--- src/sv/assert_macros.svh ---
// Assertion macros for the RTL files.
`ifndef ASSERT_MACROS_SVH
`define ASSERT_MACROS_SVH

// Clocked check on clk, masked while rst is high.
`define ASSERT_CLK(label, prop, msg) \
  label: assert property (@(posedge clk) disable iff (rst) prop) else $error(msg);

// Clocked check on clk, also live during reset.
`define ASSERT_ALWAYS(label, prop, msg) \
  label: assert property (@(posedge clk) prop) else $error(msg);

`endif

--- src/sv/ibad_pkg.sv ---
// Types and codes of the interrupt bit allocator and dispatcher.
package ibad_pkg;

  localparam int CMD_W = 3;
  localparam int IDX_W = 6;
  localparam int TGT_W = 2;
  localparam int PEND_W = 32;
  localparam int BIT_W = 5;

  typedef enum logic [CMD_W-1:0] {
    CMD_ALLOC_TH = 3'd0,
    CMD_FREE_TH  = 3'd1,
    CMD_ALLOC_FH = 3'd2,
    CMD_FREE_FH  = 3'd3,
    CMD_DISPATCH = 3'd4
  } cmd_t;

  localparam logic [TGT_W-1:0] TGT_FIRST  = 2'd0;
  localparam logic [TGT_W-1:0] TGT_SECOND = 2'd1;

  localparam logic ST_OK  = 1'b0;
  localparam logic ST_ERR = 1'b1;

endpackage

--- src/sv/ibad_cmd_if.sv ---
// Command channel: valid/ready handshake with the command word.
interface ibad_cmd_if;
  logic                       valid;
  logic                       ready;
  logic [ibad_pkg::CMD_W-1:0]  cmd;
  logic [ibad_pkg::IDX_W-1:0]  bit_index;
  logic [ibad_pkg::TGT_W-1:0]  target;
  logic [ibad_pkg::PEND_W-1:0] pending;

  modport source (output valid, output cmd, output bit_index, output target,
                  output pending, input ready);
  modport sink (input valid, input cmd, input bit_index, input target,
                input pending, output ready);
endinterface

--- src/sv/ibad_res_if.sv ---
// Result channel: valid/ready handshake with the result word.
interface ibad_res_if;
  logic                      valid;
  logic                      ready;
  logic                      status;
  logic [ibad_pkg::BIT_W-1:0] bit_out;
  logic                      last;

  modport source (output valid, output status, output bit_out, output last,
                  input ready);
  modport sink (input valid, input status, input bit_out, input last,
                output ready);
endinterface

--- src/sv/ibad_ffs.sv ---
// Shared find-first-set unit: lowest set bit of a word, one-hot and index.
module ibad_ffs #(
  parameter int W = 32
) (
  input  logic [W-1:0]               word,
  output logic                       found,
  output logic [W-1:0]               onehot,
  output logic [ibad_pkg::BIT_W-1:0] idx
);
  import ibad_pkg::*;

  assign found  = (word != '0);
  // two's complement trick isolates the lowest set bit
  assign onehot = word & (~word + W'(1));

  always_comb begin
    logic [BIT_W-1:0] iv;
    idx = '0;
    for (int i = 0; i < W; i++) begin
      iv = BIT_W'(i);
      for (int b = 0; b < BIT_W; b++) begin
        if (iv[b]) idx[b] = idx[b] | onehot[i];
      end
    end
  end

endmodule

--- src/sv/interrupt_bit_allocator_dispatch_core.sv ---
// Top level: interrupt bit allocator and dispatcher with its sequencer.
//
// Usage:
//   req carries one command word (cmd, bit_index, target, pending); rsp
//   carries result words (status, bit_out, last). Both are valid/ready.
//   Alloc, free and unknown commands give one result word with last set.
//   Dispatch gives one word per pending bit that is allocated in the
//   to-host map, lowest first, last on the highest; none if there is none.
// Timing:
//   req.ready is high while the sequencer is idle. A command is taken into
//   the run registers, and its result is loaded into the output register
//   once that register is empty or rsp.ready is high; a dispatch loads one
//   word per hit. The rate is set by the one shared find-first-set unit,
//   which yields one bit per cycle while no result word is stalled.
// Reset (rst, synchronous): all three maps clear, no result pending.
// Stall: a waiting result word does not block the next command; while it
//   waits and rsp.ready is low the sequencer holds and emits nothing further.
module interrupt_bit_allocator_dispatch_core #(
  parameter int NUM_BITS = 32
) (
  input logic      clk,
  input logic      rst,
  ibad_cmd_if.sink  req,
  ibad_res_if.source rsp
);
  import ibad_pkg::*;

  typedef enum logic {S_IDLE, S_RUN} state_t;

  state_t              state;
  logic [CMD_W-1:0]    run_cmd;
  logic [IDX_W-1:0]    run_idx;
  logic [TGT_W-1:0]    run_tgt;
  logic [NUM_BITS-1:0] hits;
  logic [NUM_BITS-1:0] tohost_map, fh_first_map, fh_second_map;

  logic                out_valid, out_status, out_last;
  logic [BIT_W-1:0]    out_bit;

  logic [NUM_BITS-1:0] cur_map, ffs_word, ffs_onehot, free_mask;
  logic                ffs_found;
  logic [BIT_W-1:0]    ffs_idx;
  logic                tgt_ok, idx_ok, load;
  logic                res_emit, res_status, res_last;
  logic [BIT_W-1:0]    res_bit;

  assign req.ready   = (state == S_IDLE);
  assign rsp.valid   = out_valid;
  assign rsp.status  = out_status;
  assign rsp.bit_out = out_bit;
  assign rsp.last    = out_last;

  assign tgt_ok    = (run_tgt == TGT_FIRST) || (run_tgt == TGT_SECOND);
  assign idx_ok    = (run_idx < IDX_W'(NUM_BITS));
  assign free_mask = NUM_BITS'(1) << run_idx;
  assign load      = (state == S_RUN) && (!out_valid || rsp.ready);

  always_comb begin
    cur_map = tohost_map;
    if (run_cmd == CMD_ALLOC_FH) begin
      cur_map = (run_tgt == TGT_SECOND) ? fh_second_map : fh_first_map;
    end
  end

  assign ffs_word = (run_cmd == CMD_DISPATCH) ? hits : ~cur_map;

  ibad_ffs #(.W(NUM_BITS)) u_ffs (
    .word   (ffs_word),
    .found  (ffs_found),
    .onehot (ffs_onehot),
    .idx    (ffs_idx)
  );

  always_comb begin
    res_emit   = 1'b1;
    res_status = ST_ERR;
    res_bit    = '0;
    res_last   = 1'b1;
    unique case (run_cmd)
      CMD_ALLOC_TH: begin
        res_status = ffs_found ? ST_OK : ST_ERR;
        res_bit    = ffs_found ? ffs_idx : '0;
      end
      CMD_FREE_TH: res_status = idx_ok ? ST_OK : ST_ERR;
      CMD_ALLOC_FH: begin
        res_status = (tgt_ok && ffs_found) ? ST_OK : ST_ERR;
        res_bit    = (tgt_ok && ffs_found) ? ffs_idx : '0;
      end
      CMD_FREE_FH: res_status = (idx_ok && tgt_ok) ? ST_OK : ST_ERR;
      CMD_DISPATCH: begin
        res_emit   = ffs_found;
        res_status = ST_OK;
        res_bit    = ffs_idx;
        res_last   = ((hits & ~ffs_onehot) == '0);
      end
      default: ;
    endcase
  end

  always_ff @(posedge clk) begin
    if (rst) begin
      state         <= S_IDLE;
      out_valid     <= 1'b0;
      tohost_map    <= '0;
      fh_first_map  <= '0;
      fh_second_map <= '0;
    end else begin
      if (load && res_emit) out_valid <= 1'b1;
      else if (rsp.ready) out_valid <= 1'b0;
      unique case (state)
        S_IDLE: begin
          if (req.valid) begin
            run_cmd <= req.cmd;
            run_idx <= req.bit_index;
            run_tgt <= req.target;
            hits    <= req.pending[NUM_BITS-1:0] & tohost_map;
            state   <= S_RUN;
          end
        end
        S_RUN: begin
          if (load) begin
            if (res_emit) begin
              out_status <= res_status;
              out_bit    <= res_bit;
              out_last   <= res_last;
            end
            unique case (run_cmd)
              CMD_ALLOC_TH: if (ffs_found) tohost_map <= tohost_map | ffs_onehot;
              CMD_FREE_TH:  if (idx_ok) tohost_map <= tohost_map & ~free_mask;
              CMD_ALLOC_FH: begin
                if (ffs_found && run_tgt == TGT_FIRST) begin
                  fh_first_map <= fh_first_map | ffs_onehot;
                end
                if (ffs_found && run_tgt == TGT_SECOND) begin
                  fh_second_map <= fh_second_map | ffs_onehot;
                end
              end
              CMD_FREE_FH: begin
                if (idx_ok && run_tgt == TGT_FIRST) begin
                  fh_first_map <= fh_first_map & ~free_mask;
                end
                if (idx_ok && run_tgt == TGT_SECOND) begin
                  fh_second_map <= fh_second_map & ~free_mask;
                end
              end
              CMD_DISPATCH: hits <= hits & ~ffs_onehot;
              default: ;
            endcase
            if (run_cmd != CMD_DISPATCH || !res_emit || res_last) state <= S_IDLE;
          end
        end
        default: state <= S_IDLE;
      endcase
    end
  end

`include "assert_macros.svh"

  // each dispatch step retires exactly one hit
  `ASSERT_CLK(a_hits_step, (load && run_cmd == CMD_DISPATCH && ffs_found) |=> ($countones(hits) + 1 == $past($countones(hits))), "dispatch step did not retire one hit")

  // the word marked last ends the command
  `ASSERT_CLK(a_last_ends, (load && res_emit && res_last) |=> (state == S_IDLE), "sequencer busy after last word")

  // a successful to-host allocation marks the chosen bit
  `ASSERT_CLK(a_alloc_marks, (load && run_cmd == CMD_ALLOC_TH && ffs_found) |=> ((tohost_map & $past(ffs_onehot)) != '0), "allocated bit not marked")

  // reset leaves no result word pending
  `ASSERT_ALWAYS(a_reset_clear, $past(rst) |-> !out_valid, "result valid after reset")

endmodule
--- src/flat_wrapper.sv ---
// flat-port wrapper written by rule: the top's interface ports become plain ports
module interrupt_bit_allocator_dispatch_core_flat import ibad_pkg::*;
#(
  parameter int NUM_BITS = 32
)
  (clk, rst, req_valid, req_cmd, req_bit_index, req_target, req_pending, req_ready, rsp_valid, rsp_status, rsp_bit_out, rsp_last, rsp_ready);
  ibad_cmd_if req_i ();
  ibad_res_if rsp_i ();
  input logic clk;
  input logic rst;
  input wire logic [$bits(req_i.valid)-1:0] req_valid;
  input wire logic [$bits(req_i.cmd)-1:0] req_cmd;
  input wire logic [$bits(req_i.bit_index)-1:0] req_bit_index;
  input wire logic [$bits(req_i.target)-1:0] req_target;
  input wire logic [$bits(req_i.pending)-1:0] req_pending;
  output wire logic [$bits(req_i.ready)-1:0] req_ready;
  output wire logic [$bits(rsp_i.valid)-1:0] rsp_valid;
  output wire logic [$bits(rsp_i.status)-1:0] rsp_status;
  output wire logic [$bits(rsp_i.bit_out)-1:0] rsp_bit_out;
  output wire logic [$bits(rsp_i.last)-1:0] rsp_last;
  input wire logic [$bits(rsp_i.ready)-1:0] rsp_ready;
  assign req_i.valid = req_valid;
  assign req_i.cmd = req_cmd;
  assign req_i.bit_index = req_bit_index;
  assign req_i.target = req_target;
  assign req_i.pending = req_pending;
  assign req_ready = req_i.ready;
  assign rsp_valid = rsp_i.valid;
  assign rsp_status = rsp_i.status;
  assign rsp_bit_out = rsp_i.bit_out;
  assign rsp_last = rsp_i.last;
  assign rsp_i.ready = rsp_ready;
  interrupt_bit_allocator_dispatch_core #(.NUM_BITS(NUM_BITS)) u_core (.clk(clk), .rst(rst), .req(req_i), .rsp(rsp_i));
endmodule
--- config.mk ---
export PLATFORM = sky130hd
export DESIGN_NAME = interrupt_bit_allocator_dispatch_core_flat
export DESIGN_NICKNAME = d
export VERILOG_FILES = /design/src/sv/ibad_pkg.sv /design/src/sv/ibad_cmd_if.sv /design/src/sv/ibad_res_if.sv /design/src/sv/ibad_ffs.sv /design/src/sv/interrupt_bit_allocator_dispatch_core.sv /design/src/flat_wrapper.sv
export VERILOG_INCLUDE_DIRS = /design/src /design/src/sv
export SDC_FILE = /design/constraint.sdc
export NUM_CORES = 1
export LEC_CHECK = 0
export ABC_AREA = 1
export BUFFER_PORTS_ARGS = -buffer_cell sky130_fd_sc_hd__buf_2
export CORE_MARGIN = 1
export CORE_UTILIZATION = 45
export CTS_CLUSTER_SIZE = 40
export DETAILED_ROUTE_END_ITERATION = 7
export SKIP_CTS_REPAIR_TIMING = 1
export SLEW_MARGIN = 20
export SYNTH_ARGS = -nofsm -noshare
export SYNTH_HDL_FRONTEND = slang
export SYNTH_SLANG_ARGS = --single-unit
--- constraint.sdc ---
create_clock -name clk -period 4.2 [get_ports clk]
set_input_delay 0 -clock clk [delete_from_list [all_inputs] [get_ports clk]]
set_output_delay 0 -clock clk [all_outputs]
set_load 0.02 [all_outputs]
## Word level (Yosys, flattened, before mapping)

Cells that the tools add are included.

| operators by class | value |
|---|---|
| equal/unequal tests | 15 |
| reductions and logical operators | 27 |
| shifts and indexed selects | 1 |
| multiplexer cells | 32 |
| magnitude comparators | 1 |
| bitwise gates (word level) | 90 |
| $add $sub $neg | 1 |

Operators by type and width:

| kind | count |
|---|---|
| two-way mux 32 bit | 12 |
| one-hot mux 32 bit (2 select lines) | 4 |
| AND 32 bit | 6 |
| inverter 32 bit | 4 |
| OR 32 bit | 3 |
| OR 1 bit | 75 |
| adder 32 x 1 -> 32 bit (second input constant) | 1 |
| zero test 32 bit | 1 |
| nonzero test 32 bit | 1 |
| << shifter 1 x 6 -> 32 bit (first input constant) | 1 |
| one-hot mux 5 bit (3 select lines) | 1 |
| AND reduction 5 bit | 3 |
| two-way mux 1 bit | 11 |
| two-way mux 5 bit | 2 |
| inequality test 2 bit (second input constant) | 5 |
| logical AND 1 bit | 8 |
| inequality test 2 x 1 -> 1 bit (second input constant) | 4 |
| AND reduction 4 bit | 2 |
| equality test 3 x 2 -> 1 bit (second input constant) | 2 |
| less-than comparator 6 bit (second input constant) | 1 |
| nonzero test 2 bit | 3 |
| one-hot mux 1 bit (5 select lines) | 1 |
| logical OR 1 bit | 4 |
| equality test 3 x 1 -> 1 bit (second input constant) | 1 |
| other kinds (9) | 11 |

| word-level totals | value |
|---|---|
| output and inout port bits | 9 |
| input port bits | 47 |
| logic and storage cells | 179 |
| register bits | 148 |

## Logic depth before layout (Yosys ltp)

Gate-level depths: netlist (run 1).

| logic depth | value |
|---|---|
| depth in word-level cells | 25 |
| gate-level depth with buffers | 23 |
| gate-level depth less buffers | 21 |

## By module

From an unflattened synthesis (run 1), not the netlist that was laid out.

| second synthesis, totals | value |
|---|---|
| cell total of the unflattened synthesis | 1,329 |
| area, all modules | 8,997.4 sq um |

Modules (own cells, without submodules):

| module | cells each | sequential area each (sq um) | times used | area each (sq um) |
|---|---|---|---|---|
| interrupt_bit_allocator_dispatch_core | 1,105 | 3,463.3 | 1 | 7,916.3 |
| ibad_ffs | 224 | 0.0 | 1 | 1,081.0 |

## Least setup slack after synthesis (run 1)

No wires, ideal clock.

| timing path | value |
|---|---|
| path kind | flip-flop to flip-flop |
| start point | register u_core.run_cmd[1] |
| end point | register u_core.hits[0], enable pin |
| library setup time | 0.470 ns |
| cell stages (with the launch flop) | 6 |
| period minus slack after synthesis | 4.016 ns |
| buffers on the path | 2 |
| data required time | 3.730 ns |
| path slack | 0.184 ns |
| arrival time | 3.546 ns |
| path through | edfxtp_1 nor2_2 nand2_2 buf_4 buf_2 o31ai_1 |

| on the way | value |
|---|---|
| word-level cells in the longest chain between the ends | 3 |

RTL lines:

| element | line | RTL |
|---|---|---|
| start, declared | interrupt_bit_allocator_dispatch_core.sv:31 | `logic [CMD_W-1:0] run_cmd;` |
| start signal, assigned | interrupt_bit_allocator_dispatch_core.sv:113 | `run_cmd <= req.cmd;` |
| equality test 3 bit | interrupt_bit_allocator_dispatch_core.sv:127 | `unique case (run_cmd)` |
| inequality test 2 bit (no line) | - |  |
| AND reduction 4 bit (no line) | - |  |
| end signal, assigned | interrupt_bit_allocator_dispatch_core.sv:116 | `hits <= req.pending[NUM_BITS-1:0] & tohost_map;` |
| end signal, assigned | interrupt_bit_allocator_dispatch_core.sv:146 | `CMD_DISPATCH: hits <= hits & ~ffs_onehot;` |
| end, declared | interrupt_bit_allocator_dispatch_core.sv:34 | `logic [NUM_BITS-1:0] hits;` |

No other way between the ends.
A chain may end at the register's enable or synchronous reset.

## Final worst setup path (run 1)

| timing path | value |
|---|---|
| start point | register u_core.run_cmd[0] |
| end point | register u_core.state |

| on the way | value |
|---|---|
| word-level cells in the longest chain between the ends | 15 |
| elaborated cells on any way between the ends | 21 |
| those cells by class | add/sub: 1; eq/ne: 3; mux: 7; bitwise: 5; reduce/logical: 5 |

RTL lines:

| element | line | RTL |
|---|---|---|
| equality test 3 x 2 -> 1 bit | interrupt_bit_allocator_dispatch_core.sv:60 | `if (run_cmd == CMD_ALLOC_FH) begin` |
| two-way mux 32 bit | interrupt_bit_allocator_dispatch_core.sv:60 |  |
| inverter 32 bit | interrupt_bit_allocator_dispatch_core.sv:65 | `assign ffs_word = (run_cmd == CMD_DISPATCH) ? hits : ~cur_map;` |
| two-way mux 32 bit | interrupt_bit_allocator_dispatch_core.sv:65 |  |
| inverter 32 bit | ibad_ffs.sv:14 | `assign onehot = word & (~word + W'(1));` |
| adder 32 x 1 -> 32 bit | ibad_ffs.sv:14 |  |
| AND 32 bit | ibad_ffs.sv:14 |  |
| inverter 32 bit | interrupt_bit_allocator_dispatch_core.sv:94 | `res_last = ((hits & ~ffs_onehot) == '0);` |
| AND 32 bit | interrupt_bit_allocator_dispatch_core.sv:94 |  |
| zero test 32 bit | interrupt_bit_allocator_dispatch_core.sv:94 |  |
| two-way mux 1 bit (*) | interrupt_bit_allocator_dispatch_core.sv:79 | `unique case (run_cmd)` |
| net u_core.res_last | interrupt_bit_allocator_dispatch_core.sv:44 | `logic res_emit, res_status, res_last;` |
| logical OR 1 bit (*) | interrupt_bit_allocator_dispatch_core.sv:149 | `if (run_cmd != CMD_DISPATCH \|\| !res_emit \|\| res_last) state <= S_IDLE;` |
| two-way mux 1 bit (*) | interrupt_bit_allocator_dispatch_core.sv:149 |  |
| two-way mux 1 bit (*) | interrupt_bit_allocator_dispatch_core.sv:121 | `if (load) begin` |
| one-hot mux 1 bit (2 select lines) (*) | interrupt_bit_allocator_dispatch_core.sv:110 | `unique case (state)` |
| end signal, assigned | interrupt_bit_allocator_dispatch_core.sv:117 | `state <= S_RUN;` |
| end signal, assigned | interrupt_bit_allocator_dispatch_core.sv:149 |  |
| end signal, assigned | interrupt_bit_allocator_dispatch_core.sv:152 | `default: state <= S_IDLE;` |
| end, declared | interrupt_bit_allocator_dispatch_core.sv:30 | `state_t state;` |

Mark *: on every way through the listed nets, which the timed path passes. The rest lies on a longest branch.

==> results.md, run 1 <==
- Status: finished, final reports clean
- Switching part of the total power: 28.4%
- Min cycle time layout: 3840 ps
- Synth unique cells: 42
- Critical Path Max Stage Delay: 440 ps
- Layout Nets: 1,483
- Critical Path RT: 4530 ps
- Grt total ovfl: 0
- DRC viols: 0
- Final Hold Fails: 0
- Global-route wire length before repair: 50,400 um
- Instance count of the mapped netlist: 1,347
- Pleak: 4.02 nW
- Clock Latency Late Sink: 430 ps
- DR WL/cell: 19.5 um
- IO Port Bufs: 55
- DIE WIDTH: 144 um
- Psw: 0.999 mW
- CP dominant cell by count: nand2_1
- Layout area overhead: 17.3%
- Placed Cells: 1,637
- CP Capture Type: flop
- CTS tree: yes
- H-tree levels: 4
- MaxCap Viol Count: 0
- Slowest cell on crit path: edfxtp_1
- First DRT Iteration DRCs: 993
- Max-slew violation count: 0
- CTS buffer count: 17
- Sequential area share after synthesis: 38.3%
- GRT Util Overall: 32.9%
- VDD IR-drop max: 263 uV
- RSZ-0062 raised after global routing: false
- Critical path arrival: 4160 ps
- Buffer depth of the longest clock path: 2
- Die ar.: 20,700 um^2
- Worst slew pin tran: 996 ps
- Layout cells sized above 1: 12.8%
- Number of antenna violations at the first check in global routing: 0
- Diodes inserted: 0
- Synth Area per Inst: 6.71 um^2
- DRT Wirelength: 33,300 um
- EDFF count, synth: 50
- Yosys top cell area share: 21.7%
- HP Class: in -> reg
- PwrDens: 332 nW/um^2
- Starting density of the core: 46.2%
- Final non-filler cell total: 1,714
- Most numerous cell in the Yosys netlist: nand2_1
- Power Internal: 2.52 mW
- Final instance area: 10,600 um^2
- Synth async-reset ratio: 0%
- Synth cell count leaders: 297 x nand2_1, 143 x nor2_1, 128 x a21oi_1, 121 x inv_1, 113 x nand3_1
- Clk root buf: clkbuf_16
- Placer Congestion: 0.967
- Worst rel slew slack: 33.6%
- Vias in the first global route: 8,738
- Part of the power in combinational logic: 13.5%
- Area contributors post-synth: dfxtp_1 22%, edfxtp_1 17%, nand2_1 12%, a21oi_1 7.1%, nand3_1 6.3%
- Clock Power Share: 40.4%
- Worst Skew: 16.0 ps
- Setup TNS Final: 0 ps
- First-pass DRT Iterations: 5
- Yosys Warn Count: 0
- Final worst-path cycle share: 91.4%
- Yosys top cell by area: dfxtp_1
- Total power: 3.52 mW
- Largest net degree at the start of global routing: 66
- Critical path class: reg -> reg
- Die span in y: 144 um
- Syn Std Cell Area: 9040 um^2
- Clk pin slew, worst setup/hold paths: 70 ps
- #FFs+latches synth: 148
- Worst-path fanout max: 18
- Crit path launch type: flop
- FILL cells: 2,012
- I/O pins: 56
- Cell Chain, Critical Path: inv_2, nand2_2, nor2_4, nand2_1, nand3_1, nand2_1, nor3_1, nand4_1, nand2_1, nand2_1, nor2_1, nand2_1, nor2_1, nand3_1, nand2_1, nand2_1, nand2_1, nand2_1
- Synth Net Count: 1,394
- Worst hold margin: 195 ps
- Synth Flop Type: dfxtp_1
- Reg power frac: 46.1%
- Vias after detailed routing: 9,618
- Placement Cell Area: 9610 um^2
- FMAX: 260 MHz
- Core region area: 19,600 um^2
- ANT nets after route: 0
- HPWL Detailed: 23,300 um
- Vias per cell: 5.61
- Finish-stage setup viols: 0
- Number of core rows: 51
- Clk sinks: 148
[flip-flops by register name (all words and copies together), names as in the netlist]
| name | cells |
|---|---|
| u_core.fh_first_map | 32 |
| u_core.fh_second_map | 32 |
| u_core.hits | 32 |
| u_core.rsp.bit_out | 5 |
| u_core.rsp.last | 1 |
| u_core.rsp.status | 1 |
| u_core.rsp.valid | 1 |
| u_core.run_cmd | 3 |
| u_core.run_idx | 6 |
| u_core.run_tgt | 2 |
| u_core.state | 1 |
| u_core.tohost_map | 32 |
[worst paths after layout]
path | from | to | cells past startpoint | slack (ps)
setup / recovery | u_core.run_cmd[0]$_DFFE_PP_ | u_core.state$_SDFF_PP0_ | 18 | 360
hold / removal | rst | u_core.fh_second_map[25]$_SDFFE_PP0P_ | 5 | 190
setup reg to reg | u_core.run_cmd[0]$_DFFE_PP_ | u_core.state$_SDFF_PP0_ | 18 | 360
hold reg to reg | u_core.fh_first_map[18]$_SDFFE_PP0P_ | u_core.fh_first_map[18]$_SDFFE_PP0P_ | 2 | 470
[layer usage]
layer	wire (um)	vias to the layer above	track usage [%]
li1	-	4676	-
met1	14800	4513	43.5
met2	15200	367	53.0
met3	2200	62	4.90
met4	1110	0	14.2
met5	0	-	0
[stage by stage]
stage	utilization [%]	worst slack, ps
3_5_place_dp	49.1	446
4_1_cts	51.8	444
5_1_grt	54.1	118
3_3_place_gp	49.1	490
2_1_floorplan	-	184
6_report	54.1	361
[cells in the final DEF, fill, tap and decap left out, types with 18 or more instances in the layout]
cell type	Yosys	final
buf_2	20	55
dlygate4sd3_1	0	45
inv_1	121	120
nand2_1	297	296
nor2_1	143	142
a21oi_1	128	128
nand3_1	113	113
o21ai_1	95	95
edfxtp_1	50	50
o21ai_0	99	99
buf_4	7	32
nor3_1	19	18
dfxtp_1	98	98
[power by group through the flow]
stage / clock, mW / combinational, mW / sequential [mW]
3_5_place_dp: 0 / 0.437 / 1.65
2_1_floorplan: 0 / 0.305 / 1.64
3_3_place_gp: 0 / 0.433 / 1.65
5_1_grt: 1.50 / 0.528 / 1.63
4_1_cts: 1.44 / 0.439 / 1.62
6_report: 1.42 / 0.476 / 1.62
[layout make-up]
type                    count  area, um^2  share of cell area (%)
flip-flops and latches    148        3460                    32.7
repair buffers            135        1030                    9.68
inverters                 137         514                    4.85
multi-input cells         997        4730                    44.6
clock inverters            12        77.6                   0.732
clock buffers              20         457                    4.31
well taps                 265         332                    3.13
[worst max-delay path: cells and delay by family (launching register included)]
family	cells	cell delay, ps
buffers and inverters	1	370
DFF	1	440
and+or+nand+nor	17	2920
[logic make-up after synthesis]
logic type | count (synthesis) | synth area share [%]
compound gates | 355 | 20.9
buf+inv | 202 | 9.62
flops | 148 | 38.3
simple gates | 642 | 31.2
Note: power is estimated with default switching activity, not from simulation.
==> inputs of run 2 (changes only) <==
- REMOVE_ABC_BUFFERS: unset -> 1
==> run 2 against run 1 <==
Compared with the run above: non-clock buffer count shrank 7; count of clock-buffer cells in the layout grew 2; cell count shrank 0.41%; clock skew shrank 2.5 ps; sequential share of layout area is essentially flat; critical path type unchanged; critical endpoint unchanged.
==> results.md, run 2 (synthesis results as in run 1) <==
- Global-route wire length before repair: 49,000 um (-2.9%)
- PwrDens: 335 nW/um^2 (+0.73%)
- Reg power frac: 45.8% (-0.3 points)
- HP Class: in -> reg
- Largest net degree at the start of global routing: 59 (-11%)
- MaxCap Viol Count: 0 (unchanged)
- Slowest cell on crit path: nor3_1
- Status: finished, final reports clean
- Part of the power in combinational logic: 13.4% (about the same)
- H-tree levels: 4 (unchanged)
- Critical path class: reg -> reg
- Clock Latency Late Sink: 440 ps (about the same)
- Switching part of the total power: 28.2% (-0.13 points)
- CP Capture Type: flop
- Cell Chain, Critical Path: inv_2, nand2_2, nor2_4, nand2_1, nand3_1, nand2_1, nor3_1, nand4_1, nand2_1, nand2_1, nor2_1, nand2_1, nor2_1, nand3_1, nand2_1, nand2_1, nand2_1, nand2_1
- Worst rel slew slack: 34.0% (+0.35 points)
- GRT Util Overall: 31.9% (-0.98 points)
- DR WL/cell: 18.7 um (-3.7%)
- RSZ-0062 raised after global routing: false
- Vias after detailed routing: 9,558 (-0.62%)
- Clk pin slew, worst setup/hold paths: 70 ps (about the same)
- Number of antenna violations at the first check in global routing: 0 (unchanged)
- CTS buffer count: 17 (unchanged)
- Die span in y: 144 um (unchanged)
- First DRT Iteration DRCs: 1,034 (+4.1%)
- Worst Skew: 13.5 ps (-2.50 ps)
- Starting density of the core: 46.2% (unchanged)
- CTS tree: yes
- Buffer depth of the longest clock path: 2 (unchanged)
- Layout area overhead: 17.1%
- Critical Path RT: 4520 ps (about the same)
- Number of core rows: 51 (unchanged)
- Total power: 3.54 mW (+0.60%)
- Diodes inserted: 0 (unchanged)
- Vias in the first global route: 8,726 (-0.14%)
- Vias per cell: 5.60 (-0.22%)
- Crit path launch type: flop
- Core region area: 19,600 um^2 (unchanged)
- CP dominant cell by count: nand2_1
- Max-slew violation count: 0 (unchanged)
- Setup TNS Final: 0 ps (unchanged)
- HPWL Detailed: 22,400 um (-3.7%)
- IO Port Bufs: 55 (unchanged)
- Worst-path fanout max: 17 (-1)
- Power Internal: 2.54 mW (+0.79%)
- Clock Power Share: 40.8% (+0.4 points)
- Final Hold Fails: 0 (unchanged)
- Placer Congestion: 0.956 (-1.2%)
- Worst slew pin tran: 983 ps (-12.8 ps)
- Layout cells sized above 1: 12.3% (-0.49 points)
- Min cycle time layout: 3780 ps (-54.6 ps)
- Commonest non-fill, non-tap cell in the layout: nand2_1
- Clk sinks: 148 (unchanged)
- Commonest cells after routing, fill and taps aside: 296 x nand2_1, 142 x nor2_1, 128 x a21oi_1
- Clk root buf: clkbuf_16
- FMAX: 264 MHz (+1.4%)
- VDD IR-drop max: 288 uV (+9.5%)
- DRT Wirelength: 32,000 um (-4.1%)
- Critical Path Max Stage Delay: 470 ps (+30 ps)
- DRC viols: 0 (unchanged)
- ANT nets after route: 0 (unchanged)
- Die ar.: 20,700 um^2 (unchanged)
- Pleak: 4.00 nW (-0.50%)
- Final worst-path cycle share: 90.1% (-1.3 points)
- Psw: 1.00 mW (+0.12%)
- Critical path arrival: 4100 ps (-60 ps)
- I/O pins: 56 (unchanged)
- Finish-stage setup viols: 0 (unchanged)
- First-pass DRT Iterations: 5 (unchanged)
- Grt total ovfl: 0 (unchanged)
- Layout Nets: 1,476 (-0.47%)
- DIE WIDTH: 144 um (unchanged)
==> run 2: worst paths after layout <==
path | slack, ps | start | end | cells after the start
worst max-delay path | 420 | u_core.run_cmd[0]$_DFFE_PP_ | u_core.state$_SDFF_PP0_ | 18
worst min-delay path | 250 | rst | u_core.tohost_map[7]$_SDFFE_PP0P_ | 3
worst max register to register | 420 | u_core.run_cmd[0]$_DFFE_PP_ | u_core.state$_SDFF_PP0_ | 18
worst min register to register | 470 | u_core.fh_first_map[18]$_SDFFE_PP0P_ | u_core.fh_first_map[18]$_SDFFE_PP0P_ | 2
==> run 2: routing by layer <==
| layer | routed length, um | vias up | track usage (%) |
|---|---|---|---|
| met5 | 0 | - | 0 |
| met4 | 785 | 0 | 9.97 |
| met3 | 2290 | 59 | 5.23 |
| met2 | 14900 | 419 | 52.6 |
| met1 | 14000 | 4411 | 42.4 |
| li1 | - | 4669 | - |
==> run 2: critical path, delay by kind of cell, from the launching register on <==
kind | cells | cell delay (ps)
buf+inv | 1 | 340
simple gates | 17 | 2900
flops | 1 | 430
==> run 2: layout make-up <==
class | count | area [um^2]
Clock buffer | 22 | 474
Timing Repair Buffer | 128 | 998
Tap cell | 265 | 332
Fill cell | 2002 | 9000
Inverter | 137 | 514
Multi-Input combinational cell | 997 | 4730
Sequential cell | 148 | 3460
Clock inverter | 10 | 73.8
==> run 2: through the flow <==
stage / hold WS [ps] / worst slack, ps / util, % / area [um^2] / cells
after global routing: 254 / 88.8 / 54.0 / 10600 / 1707
after floorplan: 62.4 / 10.3 / - / 8690 / 1282
after global placement: 176 / 569 / 48.9 / 9590 / 1630
final: 245 / 416 / 54.0 / 10600 / 1707
after detailed placement: 178 / 540 / 48.9 / 9590 / 1630
after CTS: -272 / 534 / 51.7 / 10100 / 1662
==> run 2: power by group through the flow <==
stage | Clock [mW] | Sequential, mW | Combinational, mW
after floorplan | 0 | 1.64 | 0.280
after global placement | 0 | 1.65 | 0.429
after detailed placement | 0 | 1.65 | 0.433
after CTS | 1.46 | 1.62 | 0.435
after global routing | 1.52 | 1.63 | 0.528
final | 1.45 | 1.62 | 0.474
==> inputs of run 3 (changes only) <==
- CORE_UTILIZATION: 45 -> 34
- CTS_CLUSTER_SIZE: 40 -> 30
==> run 3 against run 2 <==
Compared with the run above: die area rose by 32%; critical endpoint unchanged; flip-flop and latch count did not move; hold slack got worse by 160 ps; clock power rose by 9%; critical path type unchanged.
==> results.md, run 3 (synthesis results as in run 1) <==
- Part of the power in combinational logic: 13.1% (-0.3 points)
- Starting density of the core: 34.7% (-11 points)
- Placer Congestion: 0.951 (-0.46%)
- Placement Cell Area: 9630 um^2 (+0.44%)
- Layout cells sized above 1: 12.2% (-0.061 points)
- FILL cells: 2,792 (+39%)
- Setup Slack @ Placement: 587 ps (+47.5 ps)
- Critical path arrival: 4030 ps (-70 ps)
- Gr busiest metal: met2
- Clk pin slew, worst setup/hold paths: 60 ps (about the same)
- DRC viols: 0 (unchanged)
- Layout area overhead: 18.1%
- DR WL/cell: 18.6 um (-0.50%)
- Layout Nets: 1,475 (-0.068%)
- Clk root buf: clkbuf_16
- FMAX: 270 MHz (+2.2%)
- Clock Power Share: 42.8% (+2.0 points)
- ANT nets after route: 0 (unchanged)
- Worst Skew: 7.88 ps (-5.63 ps)
- Crit path launch type: flop
- Max-slew violation count: 0 (unchanged)
- Commonest non-fill, non-tap cell in the layout: nand2_1
- GRT Util Overall: 25.0% (-6.9 points)
- Status: finished, final reports clean
- Worst-path fanout max: 14 (-3)
- Reg-to-Reg End: u_core.state$_SDFF_PP0_
- Largest net degree at the start of global routing: 66 (+12%)
- Clk sinks: 148 (unchanged)
- First-pass DRT Iterations: 5 (unchanged)
- MaxCap Viol Count: 0 (unchanged)
- Vias in the first global route: 8,919 (+2.2%)
- Reg2reg path depth: 20 (+2)
- Met2 Use GR: 39.5% (-13 points)
- Met1 GRT Util: 33.7% (-8.7 points)
- Clock Latency Late Sink: 440 ps (about the same)
- Number of core rows: 59 (+16%)
- HPWL Detailed: 23,200 um (+3.2%)
- Vias after detailed routing: 9,589 (+0.32%)
- Reg power frac: 44.1% (-1.7 points)
- Number of antenna violations at the first check in global routing: 0 (unchanged)
- Critical Path RT: 4520 ps (about the same)
- Worst rel slew slack: 47.4% (+13 points)
- Hold endpoint: u_core.tohost_map[2]$_SDFFE_PP0P_
- Switching part of the total power: 27.6% (-0.59 points)
- Worst Hold Path Cells: 2 (-1)
- Global routing usage on met3: 4.70% (-0.54 points)
- Global-route wire length before repair: 50,700 um (+3.6%)
- DIE WIDTH: 165 um (+15%)
- Min cycle time layout: 3700 ps (-80.9 ps)
- Power Internal: 2.66 mW (+4.6%)
- Diodes inserted: 0 (unchanged)
- HP Class: in -> reg
- Setup ws final: 497 ps (+80.9 ps)
- Commonest cells after routing, fill and taps aside: 296 x nand2_1, 142 x nor2_1, 128 x a21oi_1
- I/O pins: 56 (unchanged)
- PwrDens: 344 nW/um^2 (+2.9%)
- CTS buffer count: 17 (unchanged)
- Vias per cell: 5.40 (-3.6%)
- DRT Wirelength: 33,100 um (+3.5%)
- Register-to-register path setup slack: 500 ps (+80 ps)
- CTS tree: yes
- Finish-stage setup viols: 0 (unchanged)
- Critical path class: reg -> reg
- First DRT Iteration DRCs: 916 (-11%)
- VDD IR-drop max: 230 uV (-20%)
- Die ar.: 27,200 um^2 (+32%)
- Worst slew pin tran: 789 ps (-194 ps)
- Setup TNS Final: 0 ps (unchanged)
- IO Port Bufs: 55 (unchanged)
- Pleak: 3.99 nW (-0.40%)
- Buffer depth of the longest clock path: 2 (unchanged)
- Psw: 1.02 mW (+1.6%)
- RSZ-0062 raised after global routing: false
- Worst hold margin: 90.0 ps (-155 ps)
- Core region area: 26,100 um^2 (+33%)
- FF-to-FF Start: u_core.run_cmd[1]$_DFFE_PP_
- Final Hold Fails: 0 (unchanged)
- H-tree levels: 4 (unchanged)
- CP Capture Type: flop
- Die span in y: 165 um (+15%)
- Grt total ovfl: 0 (unchanged)
- Worst Hold Launch: rst
- Final worst-path cycle share: 88.2% (-1.9 points)
- Final instance area: 10,700 um^2 (+0.84%)
-- run 3: through the flow --
stage          cells  power (mW)  utilization [%]
6_report        1776        3.68             41.0
5_1_grt         1776        3.82             41.0
4_1_cts         1731        3.66             39.2
3_5_place_dp    1699        2.09             37.0
3_3_place_gp    1699        2.09             37.0
2_1_floorplan   1282        1.92                -
-- run 3: cell type report --
type                            count  area (um^2)  area share (%)
Clock buffer                       21          472            4.42
Multi-Input combinational cell    997         4730            44.3
Inverter                          137          514            4.82
Timing Repair Buffer              127          953            8.93
Clock inverter                     11          123            1.15
Sequential cell                   148         3460            32.4
Tap cell                          335          419            3.93
-- run 3: worst max path at each step --
stage / end / start
detailed placement: u_core.state$_SDFF_PP0_ / u_core.run_cmd[1]$_DFFE_PP_
finish: u_core.state$_SDFF_PP0_ / u_core.run_cmd[1]$_DFFE_PP_
CTS: u_core.state$_SDFF_PP0_ / u_core.run_cmd[1]$_DFFE_PP_
global placement: u_core.state$_SDFF_PP0_ / u_core.run_cmd[1]$_DFFE_PP_
floorplan: u_core.hits[0]$_DFFE_PP_ / u_core.state$_SDFF_PP0_
global route: u_core.state$_SDFF_PP0_ / u_core.run_cmd[1]$_DFFE_PP_
-- run 3: layer usage --
| metal | share of wire (%) | wire [um] |
|---|---|---|
| met3 | 7.9 | 2610 |
| met4 | 2.9 | 946 |
| met1 | 44 | 14400 |
| met2 | 46 | 15100 |
| met5 | 0 | 0 |
-- run 3: power groups by stage --
stage	Clock [mW]	Combinational [mW]	Sequential (mW)
2_1_floorplan	0	0.280	1.64
3_3_place_gp	0	0.440	1.65
3_5_place_dp	0	0.441	1.65
4_1_cts	1.59	0.444	1.62
5_1_grt	1.65	0.535	1.63
6_report	1.58	0.481	1.62
-- run 3: worst max-delay path, stage by stage (launching register included) --
cell      delay [ps]
edfxtp_1         510
nor2_2           190
nand2_2          220
buf_4            280
or2_2            290
nand2_1          160
nand2_1          130
nor2_1           140
nand2_1          130
nor2_2           240
nand2_1          210
nand2_1          120
nand2_1          110
nor2_1           110
nand2_1           60
nor2_1           270
nand3_1          140
nand2_1          110
nand2_1           50
nand2_1           60
nand2_1           50
